**src/hw/rtl/kclpd_pkg.sv**
```systemverilog
// ----------------------------------------------------------------------------
// kclpd_pkg
// Types and constants shared by the key click / long press detector.
// ----------------------------------------------------------------------------
`default_nettype none

package kclpd_pkg;

   localparam int HOLD_W  = 16;
   localparam int GAP_W   = 8;
   localparam int EVT_W   = 8;
   localparam int KEYS_W  = 3;
   localparam int CSR_W   = 16;
   localparam int CSR_IDX_W = 2;

   localparam logic [HOLD_W-1:0] HOLD_MAX     = 16'hFFFF;
   localparam logic [GAP_W-1:0]  GAP_MAX      = 8'hFF;
   localparam logic [EVT_W-1:0]  CLICK_MAX    = 8'd253;
   localparam logic [EVT_W-1:0]  ST_LONG_HELD = 8'd254;
   localparam logic [EVT_W-1:0]  ST_LONG_REL  = 8'd255;

   localparam logic [KEYS_W-1:0] KEY_DEC = 3'b001;
   localparam logic [KEYS_W-1:0] KEY_SET = 3'b010;
   localparam logic [KEYS_W-1:0] KEY_INC = 3'b100;

   localparam logic [CSR_IDX_W-1:0] CSR_SHORT_MIN = 2'd0;
   localparam logic [CSR_IDX_W-1:0] CSR_SHORT_MAX = 2'd1;
   localparam logic [CSR_IDX_W-1:0] CSR_LONG_MIN  = 2'd2;

   localparam logic [HOLD_W-1:0] SHORT_MIN_RST = 16'd3;
   localparam logic [GAP_W-1:0]  SHORT_MAX_RST = 8'd50;
   localparam logic [HOLD_W-1:0] LONG_MIN_RST  = 16'd500;

   typedef struct packed {
      logic [KEYS_W-1:0] prev_pressed;
      logic [HOLD_W-1:0] hold_count;
      logic [GAP_W-1:0]  gap_count;
      logic [EVT_W-1:0]  click_count;
      logic [EVT_W-1:0]  status;
      logic [KEYS_W-1:0] last_keys;
   } scan_state_type;

   typedef struct packed {
      logic [HOLD_W-1:0] short_min;
      logic [GAP_W-1:0]  short_max;
      logic [HOLD_W-1:0] long_min;
   } scan_cfg_type;

   typedef struct packed {
      logic [HOLD_W-1:0] hold_ticks;
      logic [KEYS_W-1:0] held_keys;
      logic              event_updated;
      logic [EVT_W-1:0]  key_event;
   } scan_result_type;

endpackage

`default_nettype wire

```
**src/hw/rtl/kclpd_step.sv**
```systemverilog
// ----------------------------------------------------------------------------
// kclpd_step
// One scan tick: edge detect, hold/gap counting, click and long press status.
// ----------------------------------------------------------------------------
`default_nettype none

module kclpd_step (
   input  wire logic [kclpd_pkg::KEYS_W-1:0] pins,   // bit0 dec, bit1 set, bit2 inc
   input  wire kclpd_pkg::scan_cfg_type      cfg,
   input  wire kclpd_pkg::scan_state_type    cur,
   output kclpd_pkg::scan_state_type         nxt,
   output kclpd_pkg::scan_result_type        res
);
   import kclpd_pkg::*;

   logic [KEYS_W-1:0] pressed;
   logic [KEYS_W-1:0] rise;
   logic [KEYS_W-1:0] fall;
   logic [HOLD_W-1:0] hold0;
   logic [HOLD_W-1:0] short_max_ext;
   logic              wrote;

   assign pressed       = (~pins) & (KEY_DEC | KEY_SET | KEY_INC);
   assign rise          = pressed & ~cur.prev_pressed;
   assign fall          = cur.prev_pressed & ~pressed;
   assign hold0         = (rise != '0) ? '0 : cur.hold_count;
   assign short_max_ext = {{(HOLD_W-GAP_W){1'b0}}, cfg.short_max};

   always_comb begin
      nxt              = cur;
      wrote            = 1'b0;
      nxt.prev_pressed = pressed;
      nxt.hold_count   = hold0;

      if (pressed != '0) begin
         nxt.last_keys = pressed;
         if (hold0 > cfg.long_min) begin
            nxt.status = ST_LONG_HELD;
            wrote      = 1'b1;
         end
         if (hold0 != HOLD_MAX) begin
            nxt.hold_count = hold0 + 1'b1;
         end
      end

      // classify the hold that just ended
      if (fall != '0) begin
         if (nxt.hold_count > cfg.short_min && nxt.hold_count <= short_max_ext) begin
            if (cur.click_count < CLICK_MAX) begin
               nxt.click_count = cur.click_count + 1'b1;
            end
         end else if (nxt.hold_count > short_max_ext && nxt.hold_count <= cfg.long_min) begin
            nxt.click_count = '0;
         end else if (nxt.hold_count > cfg.long_min) begin
            nxt.status = ST_LONG_REL;
            wrote      = 1'b1;
         end
         nxt.gap_count = '0;
      end

      // gap long enough: flush pending clicks to status
      if (nxt.gap_count > cfg.short_max && nxt.click_count != '0) begin
         nxt.status      = nxt.click_count;
         nxt.click_count = '0;
         wrote           = 1'b1;
      end
      if (nxt.gap_count != GAP_MAX) begin
         nxt.gap_count = nxt.gap_count + 1'b1;
      end
   end

   assign res.key_event     = nxt.status;
   assign res.event_updated = wrote;
   assign res.held_keys     = nxt.last_keys;
   assign res.hold_ticks    = nxt.hold_count;

endmodule

`default_nettype wire

```
**src/hw/rtl/key_click_long_press_detector_top.sv**
```systemverilog
// The result passes through the input register and then the result register.
// Throughput: one item per clock while the output side is not stalled; the scan state
// updates once per item as it leaves the input register, set by the single-tick step logic.
// Reset (synchronous, active high) clears all counters, status and key state,
// empties both registers and loads the default thresholds 3, 50 and 500.
// ----------------------------------------------------------------------------
// key_click_long_press_detector_top
// Multi-click / long press key scanner, one scan tick per stream item.
// ----------------------------------------------------------------------------
`default_nettype none

module key_click_long_press_detector_top (
   input  wire logic        clock,
   input  wire logic        reset,
   input  wire logic        req_tvalid,
   output logic             req_tready,
   input  wire logic [7:0]  req_tdata,   // [0] dec_pin, [1] set_pin, [2] inc_pin
   output logic             rsp_tvalid,
   input  wire logic        rsp_tready,
   output logic [31:0]      rsp_tdata,   // [7:0] key_event, [8] event_updated,
                                         // [11:9] held_keys, [27:12] hold_ticks
   input  wire logic                                csr_we,
   input  wire logic [kclpd_pkg::CSR_IDX_W-1:0]     csr_index,
   input  wire logic [kclpd_pkg::CSR_W-1:0]         csr_wdata
);
   import kclpd_pkg::*;

   localparam int RES_W = $bits(scan_result_type);

   scan_cfg_type      cfg_ff;
   scan_state_type    state_ff;
   scan_state_type    state_in;
   scan_result_type   res_in;
   scan_result_type   res_ff;
   logic [KEYS_W-1:0] pins_ff;
   logic              in_vld_ff;
   logic              out_vld_ff;
   logic              out_free;
   logic              advance;

   assign out_free   = !out_vld_ff || rsp_tready;
   assign advance    = in_vld_ff && out_free;
   assign req_tready = !in_vld_ff || advance;

   always_ff @(posedge clock) begin
      if (reset) begin
         cfg_ff.short_min <= SHORT_MIN_RST;
         cfg_ff.short_max <= SHORT_MAX_RST;
         cfg_ff.long_min  <= LONG_MIN_RST;
      end else if (csr_we) begin
         case (csr_index)
            CSR_SHORT_MIN: cfg_ff.short_min <= csr_wdata;
            CSR_SHORT_MAX: cfg_ff.short_max <= csr_wdata[GAP_W-1:0];
            CSR_LONG_MIN:  cfg_ff.long_min  <= csr_wdata;
            default: ;
         endcase
      end
   end

   kclpd_step u_step (
      .pins (pins_ff),
      .cfg  (cfg_ff),
      .cur  (state_ff),
      .nxt  (state_in),
      .res  (res_in)
   );

   always_ff @(posedge clock) begin
      if (reset) begin
         in_vld_ff  <= 1'b0;
         out_vld_ff <= 1'b0;
         state_ff   <= '0;
      end else begin
         if (req_tready) begin
            in_vld_ff <= req_tvalid;
         end
         if (out_free) begin
            out_vld_ff <= in_vld_ff;
         end
         if (advance) begin
            state_ff <= state_in;
         end
      end
   end

   always_ff @(posedge clock) begin
      if (req_tready && req_tvalid) begin
         pins_ff <= req_tdata[KEYS_W-1:0];
      end
      if (advance) begin
         res_ff <= res_in;
      end
   end

   assign rsp_tvalid = out_vld_ff;
   assign rsp_tdata  = {{(32-RES_W){1'b0}}, res_ff};

endmodule

`default_nettype wire

```
**config.mk**
```make
export PLATFORM = sky130hd
export DESIGN_NAME = key_click_long_press_detector_top
export DESIGN_NICKNAME = d
export VERILOG_FILES = /design/src/hw/rtl/kclpd_pkg.sv /design/src/hw/rtl/kclpd_step.sv /design/src/hw/rtl/key_click_long_press_detector_top.sv
export SDC_FILE = /design/constraint.sdc
export NUM_CORES = 1
export LEC_CHECK = 0
export BUFFER_PORTS_ARGS = -buffer_cell sky130_fd_sc_hd__buf_2
export CELL_PAD_IN_SITES_DETAIL_PLACEMENT = 1
export CELL_PAD_IN_SITES_GLOBAL_PLACEMENT = 1
export CORE_ASPECT_RATIO = 2
export CORE_MARGIN = 3
export CORE_UTILIZATION = 40
export DETAILED_ROUTE_END_ITERATION = 7
export PLACE_DENSITY = 0.78
export SLEW_MARGIN = 5
export SYNTH_ARGS = -nofsm -noshare
export SYNTH_HDL_FRONTEND = slang
export SYNTH_SLANG_ARGS = --single-unit
```
**constraint.sdc**
```tcl
create_clock -name clock -period 8.1 [get_ports clock]
set_input_delay 1.62 -clock clock [delete_from_list [all_inputs] [get_ports clock]]
set_output_delay 1.62 -clock clock [all_outputs]
set_load 0.01 [all_outputs]
```
==> PnR_summary.wiki, run 1 <==
{| class="wikitable"
! Metric !! Value
|-
| Count leader, synth || nand2_1
|-
| Number of clock sinks || 119
|-
| # Max-Cap Violations || 0
|-
| Antenna violations before repair || 0
|-
| Worst VDD drop || 0.0001339 V
|-
| Pin count of the biggest net entering global routing || 89
|-
| Number of resized instances in the post-cts repair step || 0
|-
| Required time of the worst setup path || 8280 ps
|-
| Slowest cell on crit path || nor3b_1
|-
| Count of distinct cell types in the synthesized netlist || 76
|-
| Average via count per standard cell || 5.703
|-
| Number of synthesized flops with an enable pin || 31
|-
| Cell count after synthesis || 852
|-
| Clock insertion delay at the later pin of the skew report || 430 ps
|-
| P per Cell Area || 192.9 nW/um^2
|-
| Average wire per standard cell || 19.05 um
|-
| TritonCTS clock tree || done
|-
| Initial core utilization || 40.74%
|-
| Post-Synthesis Mean Instance Area || 8.504 um^2
|-
| TritonCTS Buffers || 17
|-
| Cell type contributing the most total cell area after synthesis || dfxtp_1
|-
| Startpoint types || register
|-
| Design Power || 1.597 mW
|-
| Commonest cells post-synth || 129 x nand2_1, 88 x dfxtp_1, 80 x nor2_1
|-
| Register-to-register setup slack || 1090 ps
|-
| Critical path, cell by cell || o22ai_1 -> nor3b_1 -> ha_1 -> and4_1 -> nand2_1 -> nor4_4 -> nor2_2 -> nand3_1 -> nor2_1 -> xnor2_1 -> ha_1 -> a21oi_1 -> a2111o_1 -> o211a_1 -> nor2_1 -> nand2_1 -> or3_1 -> o221ai_1 -> and4_1 -> a21oi_4 -> or2_1
|-
| Wire length of the first global-routing pass || 34300 um
|-
| Horizontal die dimension || 101.2 um
|-
| Number of cell rows || 69
|-
| Leading register cell type out of synthesis || dfxtp_1
|-
| Total via count in the routed design || 6387
|-
| All-Layer GR Usage || 22.25%
|-
| Chip height || 196.3 um
|-
| Worst hold slack || 456.7 ps
|-
| Hold bufs inserted after CTS || 0
|-
| Mapped cell area || 7246 um^2
|-
| Maximum fanout along the worst path || 9
|-
| Mux contribution to synthesized area || 2.366%
|-
| Main combinational cell family by area after synthesis || simple AND/OR/NAND/NOR gates
|-
| Maximum level of the CTS H-tree || 4
|-
| Remaining routing DRC violations || 0
|-
| Cell class contributing the biggest share of worst-path delay || simple AND/OR/NAND/NOR gates
|-
| Final Setup Violations || 0
|-
| Number of DRC markers after the initial detailed-route iteration || 261
|-
| Fraction of the mapped netlist area in compound gates || 17.98%
|-
| Nets || 992
|-
| Critical Path End Type || register
|-
| Synth-to-Final Area Change || 14.28%
|-
| Core region area || 17780 um^2
|-
| Pre-CTS setup slack || 1098 ps
|-
| Fmax achieved || 142.7 MHz
|-
| Slew Limit Fails || 0
|-
| Buffer and inverter count on the worst path || 0
|-
| Antenna violation net count after detailed routing || 0
|-
| Tcrit/Tclk final || 86.54%
|-
| Reg clk slew, reported paths || 60 ps
|-
| Utilization after layout || 46.56%
|-
| Quantity of I/O buffers inserted on ports || 55
|-
| Antenna cell count || 0
|-
| Filler Cell Count || 2116
|-
| Main area contributors after synthesis || dfxtp_1 24%, edfxtp_1 13%, ha_1 12%
|-
| Sequential share of the synthesized area || 37.16%
|-
| Layout Skew || 10.13 ps
|-
| Final weighted congestion in routability-driven placement || 0.9202
|-
| Setup ws final || 1090 ps
|-
| Adder-cell share of the synthesized area || 11.71%
|-
| Top-level port count || 65
|-
| Status || finished clean
|-
| Crit Path Category || register to register
|-
| HP Class || register to register
|-
| Grt ovf || 0
|-
| Xor/xnor cell area share of the yosys netlist || 2.176%
|-
| Number of global-route vias before repair || 6805
|-
| Final Critical Period || 7010 ps
|-
| Max incr delay on CP || 690 ps
|-
| Post-synth top area share || 24.31%
|-
| Actual transition at the worst max-transition pin || 1107 ps
|-
| Root Buffer Master || clkbuf_16
|-
| Post-CTS Setup Bufs || 0
|-
| Share of post-route cells with drive strength above 1 || 13.12%
|-
| Warnings from Yosys || 0
|-
| HPWL after detailed placement || 15750 um
|-
| Register bit total from synthesis || 119
|-
| Number of endpoints with negative hold slack in the final report || 0
|-
| Area of the die || 19860 um^2
|-
| Fraction of registers with async set or reset after synthesis || 0%
|-
| Number of buffers on the longest clock path || 2
|-
| Relative slew slack || 25.87%
|-
| Static leakage power || 3.364 nW
|-
| Area fraction in and, or, nand and nor cells after synthesis || 22.35%
|-
| Unrepaired setup endpoints after global routing || false
|-
| Wire length after detailed routing || 21340 um
|-
| Detailed-routing iteration count for the pre-antenna-repair pass || 4
|-
| Final setup TNS || 0 ps
|-
| Arrival time worst endpoint || 7190 ps
|}
## path summary, 6_finish.rpt
| kind | end | cells after the start | start |
|---|---|---|---|
| max reg2reg | rsp_tdata[8] | 21 | pins_ff[0] |
| max | rsp_tdata[8] | 21 | pins_ff[0] |
| min | cfg_ff[35] | 2 | cfg_ff[35] |
| min reg2reg | cfg_ff[35] | 2 | cfg_ff[35] |
## area by class of cell
class / count / area (um^2) / area share (%)
repair buffers: 61 / 320.3 / 3.868
inverters: 69 / 259.0 / 3.128
clock inverters: 12 / 176.4 / 2.131
well taps: 213 / 266.5 / 3.219
flip-flops and latches: 119 / 2693 / 32.52
clock buffers: 20 / 446.7 / 5.394
multi-input cells: 626 / 4119 / 49.74
## kinds of logic after synthesis
logic type | Yosys count
compound gates | 180
xor+xnor | 18
fa+ha+maj | 68
buf+inv | 110
flops | 119
mux | 17
other cells | 1
simple gates | 339
## tightest hold or removal path, cell delays in order (launching register included)
cell and delay, ps:
dfxtp_1 310, nand2_1 50, a21oi_1 50
## where the power goes
part	leakage (nW)	internal, mW	total (mW)	switching [mW]
Clock	0.300	0.522	0.806	0.284
Sequential	1.00	0.632	0.645	0.0131
Combinational	2.06	0.0484	0.146	0.0976
Total	3.36	1.20	1.60	0.395
## stage by stage
step	std cells	cell area (um^2)
after floorplan	855	7257
after global placement	1088	7657
after detailed placement	1088	7657
after CTS	1120	8280
after global routing	1120	8280
final	1120	8280
## layout by cell type, fill, tap and decap left out, types with 18 or more instances in the layout
cell type,netlist,layout
nand4_1,18,18
ha_1,67,67
o21ai_0,18,18
nor3_1,25,25
edfxtp_1,31,31
a21oi_1,71,71
inv_1,69,68
nand2_1,129,129
dfxtp_1,88,88
buf_2,0,55
nor2_1,80,80
## flip-flops by register name (all words and copies together) (netlist names)
signal and flops:
pins_ff 3, cfg_ff 40, in_vld_ff 1, rsp_tvalid 1, rsp_tdata 28, state_ff 46
## per-layer routing
layer | share of wire [%] | global-route usage (%) | up-vias
li1 | - | - | 3086
met1 | 35 | 21.08 | 3116
met3 | 2.4 | 2.621 | 52
met5 | 0 | 0 | -
met2 | 58 | 43.88 | 133
met4 | 5.3 | 12.52 | 0
Power figures use the tool's default switching activity.
==> inputs of run 2 (changes only) <==
--- a/config.mk
+++ b/config.mk
@@ -12,8 +12,8 @@
 export CORE_MARGIN = 3
 export CORE_UTILIZATION = 40
 export DETAILED_ROUTE_END_ITERATION = 7
-export PLACE_DENSITY = 0.78
-export SLEW_MARGIN = 5
+export PLACE_DENSITY = 0.77
 export SYNTH_ARGS = -nofsm -noshare
 export SYNTH_HDL_FRONTEND = slang
+export SYNTH_HIERARCHICAL = 1
 export SYNTH_SLANG_ARGS = --single-unit
==> run 2 against run 1 <==
  * Setup slack got worse by 300 ps
  * Design area rose by 6.2%
  * Register-to-register slack worse by 300 ps
  * Clock power decreased by 0.6%
  * Critical path depth up 5
  * Critical path type unchanged
  * Critical endpoint is now state_ff[7]
==> PnR_summary.wiki, run 2 <==
{| class="wikitable"
! Metric !! Value
|-
| P per Cell Area || 177.3 nW/um^2 (-8.1%)
|-
| Hold bufs inserted after CTS || 0 (unchanged)
|-
| Tcrit/Tclk final || 90.22% (+3.7 points)
|-
| Final Setup Violations || 0 (unchanged)
|-
| Antenna violation net count after detailed routing || 0 (unchanged)
|-
| Clock insertion delay at the later pin of the skew report || 420 ps (about the same)
|-
| Relative slew slack || 25.74% (-0.13 points)
|-
| Utilization after layout || 45.41% (-1.1 points)
|-
| Final Critical Period || 7308 ps (+298.0 ps)
|-
| Core region area || 19370 um^2 (+8.9%)
|-
| Pin count of the biggest net entering global routing || 77 (-13%)
|-
| Detailed-routing iteration count for the pre-antenna-repair pass || 4 (unchanged)
|-
| Unrepaired setup endpoints after global routing || false
|-
| HP Class || register to register
|-
| Fraction of registers with async set or reset after synthesis || 0% (unchanged)
|-
| Wire length of the first global-routing pass || 35630 um (+3.9%)
|-
| Number of clock sinks || 119 (unchanged)
|-
| Sequential standard cell area || 2693 um^2 (unchanged)
|-
| Required time of the worst setup path || 8450 ps (+170 ps)
|-
| Crit Path Category || register to register
|-
| Quantity of I/O buffers inserted on ports || 55 (unchanged)
|-
| Register bit total from synthesis || 119 (unchanged)
|-
| Final Non-Filler Cells || 1201 (+7.2%)
|-
| Post-Synthesis Mean Instance Area || 8.718 um^2 (+2.5%)
|-
| Critical Path End Type || register
|-
| Wire length after detailed routing || 21690 um (+1.6%)
|-
| Share of post-route cells with drive strength above 1 || 12.63% (-0.49 points)
|-
| Mapped cell area || 7916 um^2 (+9.3%)
|-
| Static leakage power || 3.724 nW (+11%)
|-
| Reg clk slew, reported paths || 60 ps (about the same)
|-
| Count of cell instances traversed by the critical path || 26 (+24%)
|-
| All-Layer GR Usage || 20.85% (-1.4 points)
|-
| Final weighted congestion in routability-driven placement || 0.9081 (-1.3%)
|-
| Most frequent standard cell in the layout excluding fill and tap cells || nand2_1
|-
| Leading register cell type out of synthesis || dfxtp_1
|-
| Root Buffer Master || clkbuf_16
|-
| Most flop-heavy register || state_ff
|-
| Average wire per standard cell || 18.06 um (-5.2%)
|-
| Antenna violations before repair || 0 (unchanged)
|-
| Footprint of the multi-input gates || 4557 um^2 (+11%)
|-
| Reg-to-Reg End || state_ff[7]
|-
| Sequential share of the synthesized area || 34.01% (-3.1 points)
|-
| Fmax achieved || 136.8 MHz (-4.1%)
|-
| Maximum level of the CTS H-tree || 4 (unchanged)
|-
| HPWL after detailed placement || 16620 um (+5.5%)
|-
| Capturing element of the worst setup path || state_ff[7]
|-
| TritonCTS clock tree || done
|-
| Critical Path Source || pins_ff[2]
|-
| Number of buffers on the longest clock path || 2 (unchanged)
|-
| Filler Cell Count || 2292 (+8.3%)
|-
| Cell class contributing the biggest share of worst-path delay || simple AND/OR/NAND/NOR gates
|-
| Number of cell rows || 72 (+4.3%)
|-
| Number of DRC markers after the initial detailed-route iteration || 258 (-1.1%)
|-
| Count leader, synth || nand2_1
|-
| Buffer and inverter count on the worst path || 2 (+2)
|-
| Worst VDD drop || 0.0001026 V (-23%)
|-
| Max incr delay on CP || 900 ps (+210 ps)
|-
| Slowest cell on crit path || a21oi_1
|-
| Arrival time worst endpoint || 7650 ps (+460 ps)
|-
| Cell count after synthesis || 908 (+6.6%)
|-
| Maximum fanout along the worst path || 13 (+4)
|-
| Post-CTS Setup Bufs || 0 (unchanged)
|-
| Flip-flop count of the largest register after layout || 46 (unchanged)
|-
| Number of synthesized flops with an enable pin || 31 (unchanged)
|-
| # Max-Cap Violations || 0 (unchanged)
|-
| Nets || 1026 (+3.4%)
|-
| Cell type contributing the most total cell area after synthesis || dfxtp_1
|-
| Startpoint types || register
|-
| Actual transition at the worst max-transition pin || 1114 ps (+6.852 ps)
|-
| Post-synth top area share || 22.25% (-2.1 points)
|-
| Number of resized instances in the post-cts repair step || 0 (unchanged)
|-
| Final setup TNS || 0 ps (unchanged)
|-
| Area of the die || 21620 um^2 (+8.8%)
|-
| Number of global-route vias before repair || 7063 (+3.8%)
|-
| Worst hold slack || 453.8 ps (-2.856 ps)
|-
| Total via count in the routed design || 6518 (+2.1%)
|-
| Total placed cells including tap cells || 1169 (+7.4%)
|-
| TritonCTS Buffers || 17 (unchanged)
|-
| Chip height || 205.0 um (+4.4%)
|-
| Slew Limit Fails || 0 (unchanged)
|-
| Number of endpoints with negative hold slack in the final report || 0 (unchanged)
|-
| Synth-to-Final Area Change || 11.11%
|-
| Initial core utilization || 40.87% (+0.13 points)
|-
| Remaining routing DRC violations || 0 (unchanged)
|-
| Number of cells on the worst reg-to-reg path || 26 (+24%)
|-
| Top-level port count || 65 (unchanged)
|-
| Main area contributors after synthesis || dfxtp_1 22%, edfxtp_1 12%, ha_1 10%
|-
| Horizontal die dimension || 105.5 um (+4.3%)
|-
| Register-to-register setup slack || 790 ps (-300 ps)
|-
| Average via count per standard cell || 5.427 (-4.8%)
|-
| Grt ovf || 0 (unchanged)
|-
| Count of distinct cell types in the synthesized netlist || 70 (-7.9%)
|-
| Status || finished clean
|-
| Warnings from Yosys || 6 (+6)
|-
| Antenna cell count || 0 (unchanged)
|-
| Layout Skew || 8.926 ps (-1.207 ps)
|-
| Commonest non-fill, non-tap cells in the layout || 95 x nand2_1, 94 x nand2b_1, 88 x dfxtp_1
|-
| Commonest cells post-synth || 95 x nand2_1, 94 x nand2b_1, 88 x dfxtp_1
|-
| Crit Reg-Reg Startpoint || pins_ff[2]
|}
-- run 2: cell count changes after synthesis, sizes merged, moves of 10 or more --
cell    delta
a21oi     -14
and3      +20
buf       +44
clkbuf    -16
inv       -10
mux2i     +43
nand2     -34
nand2b    +85
nand3     +11
nor2      -25
-- run 2: kinds of logic after synthesis --
family	share of synthesized area (%)
buffers and inverters	8.661
XOR/XNOR	2.545
AO/OA/AOI/OAI	10.53
other	0.04737
AND/OR/NAND/NOR	25.78
adder cells (fa/ha/maj)	10.68
multiplexers	7.745
flip-flops	34.01
-- run 2: layout make-up --
cell class	instances	area share, %
multi-input combinational	664	51.81
clock inverter	12	1.679
clock buffer	20	5.434
tap	259	3.684
timing repair buffer	68	4.267
sequential	119	30.61
inverter	59	2.518
-- run 2: power by group --
part	leakage (nW)	internal, mW	total (mW)	switching, mW
combinational	2.42	0.0464	0.122	0.0753
clock	0.308	0.516	0.801	0.285
sequential	1.00	0.627	0.637	0.00993
-- run 2: worst min-delay path by stage --
stage | slack, ps | start | endpoint | depth (start not counted)
2_1_floorplan | 440 | cfg_ff[27] | cfg_ff[27] | 2
3_3_place_gp | 440 | cfg_ff[36] | cfg_ff[36] | 2
3_5_place_dp | 450 | cfg_ff[14] | cfg_ff[14] | 2
4_1_cts | 460 | cfg_ff[14] | cfg_ff[14] | 2
5_1_grt | 470 | cfg_ff[39] | cfg_ff[39] | 2
6_report | 450 | cfg_ff[31] | cfg_ff[31] | 2
-- run 2: metrics by stage --
step | cell area (um^2) | worst slack, ps | power, mW
CTS | 8796 | 796.1 | 1.579
floorplan | 7928 | 2044 | 0.7343
global route | 8796 | 118.6 | 1.617
global placement | 8170 | 981.9 | 0.7678
finish | 8796 | 792.3 | 1.560
detailed placement | 8170 | 882.3 | 0.7722
-- run 2: metal layers --
layer | global-route usage, % | share of wire (%)
met3 | 2.996 | 2.0
met2 | 42.03 | 58
met1 | 19.41 | 35
met5 | 0 | 0
met4 | 11.45 | 4.7
-- run 2: worst min-delay path: cells and delay by family, from the launching register on --
kind,cells,cell delay [ps]
AO/OA/AOI/OAI,1,50
AND/OR/NAND/NOR,1,50
flip-flops,1,300
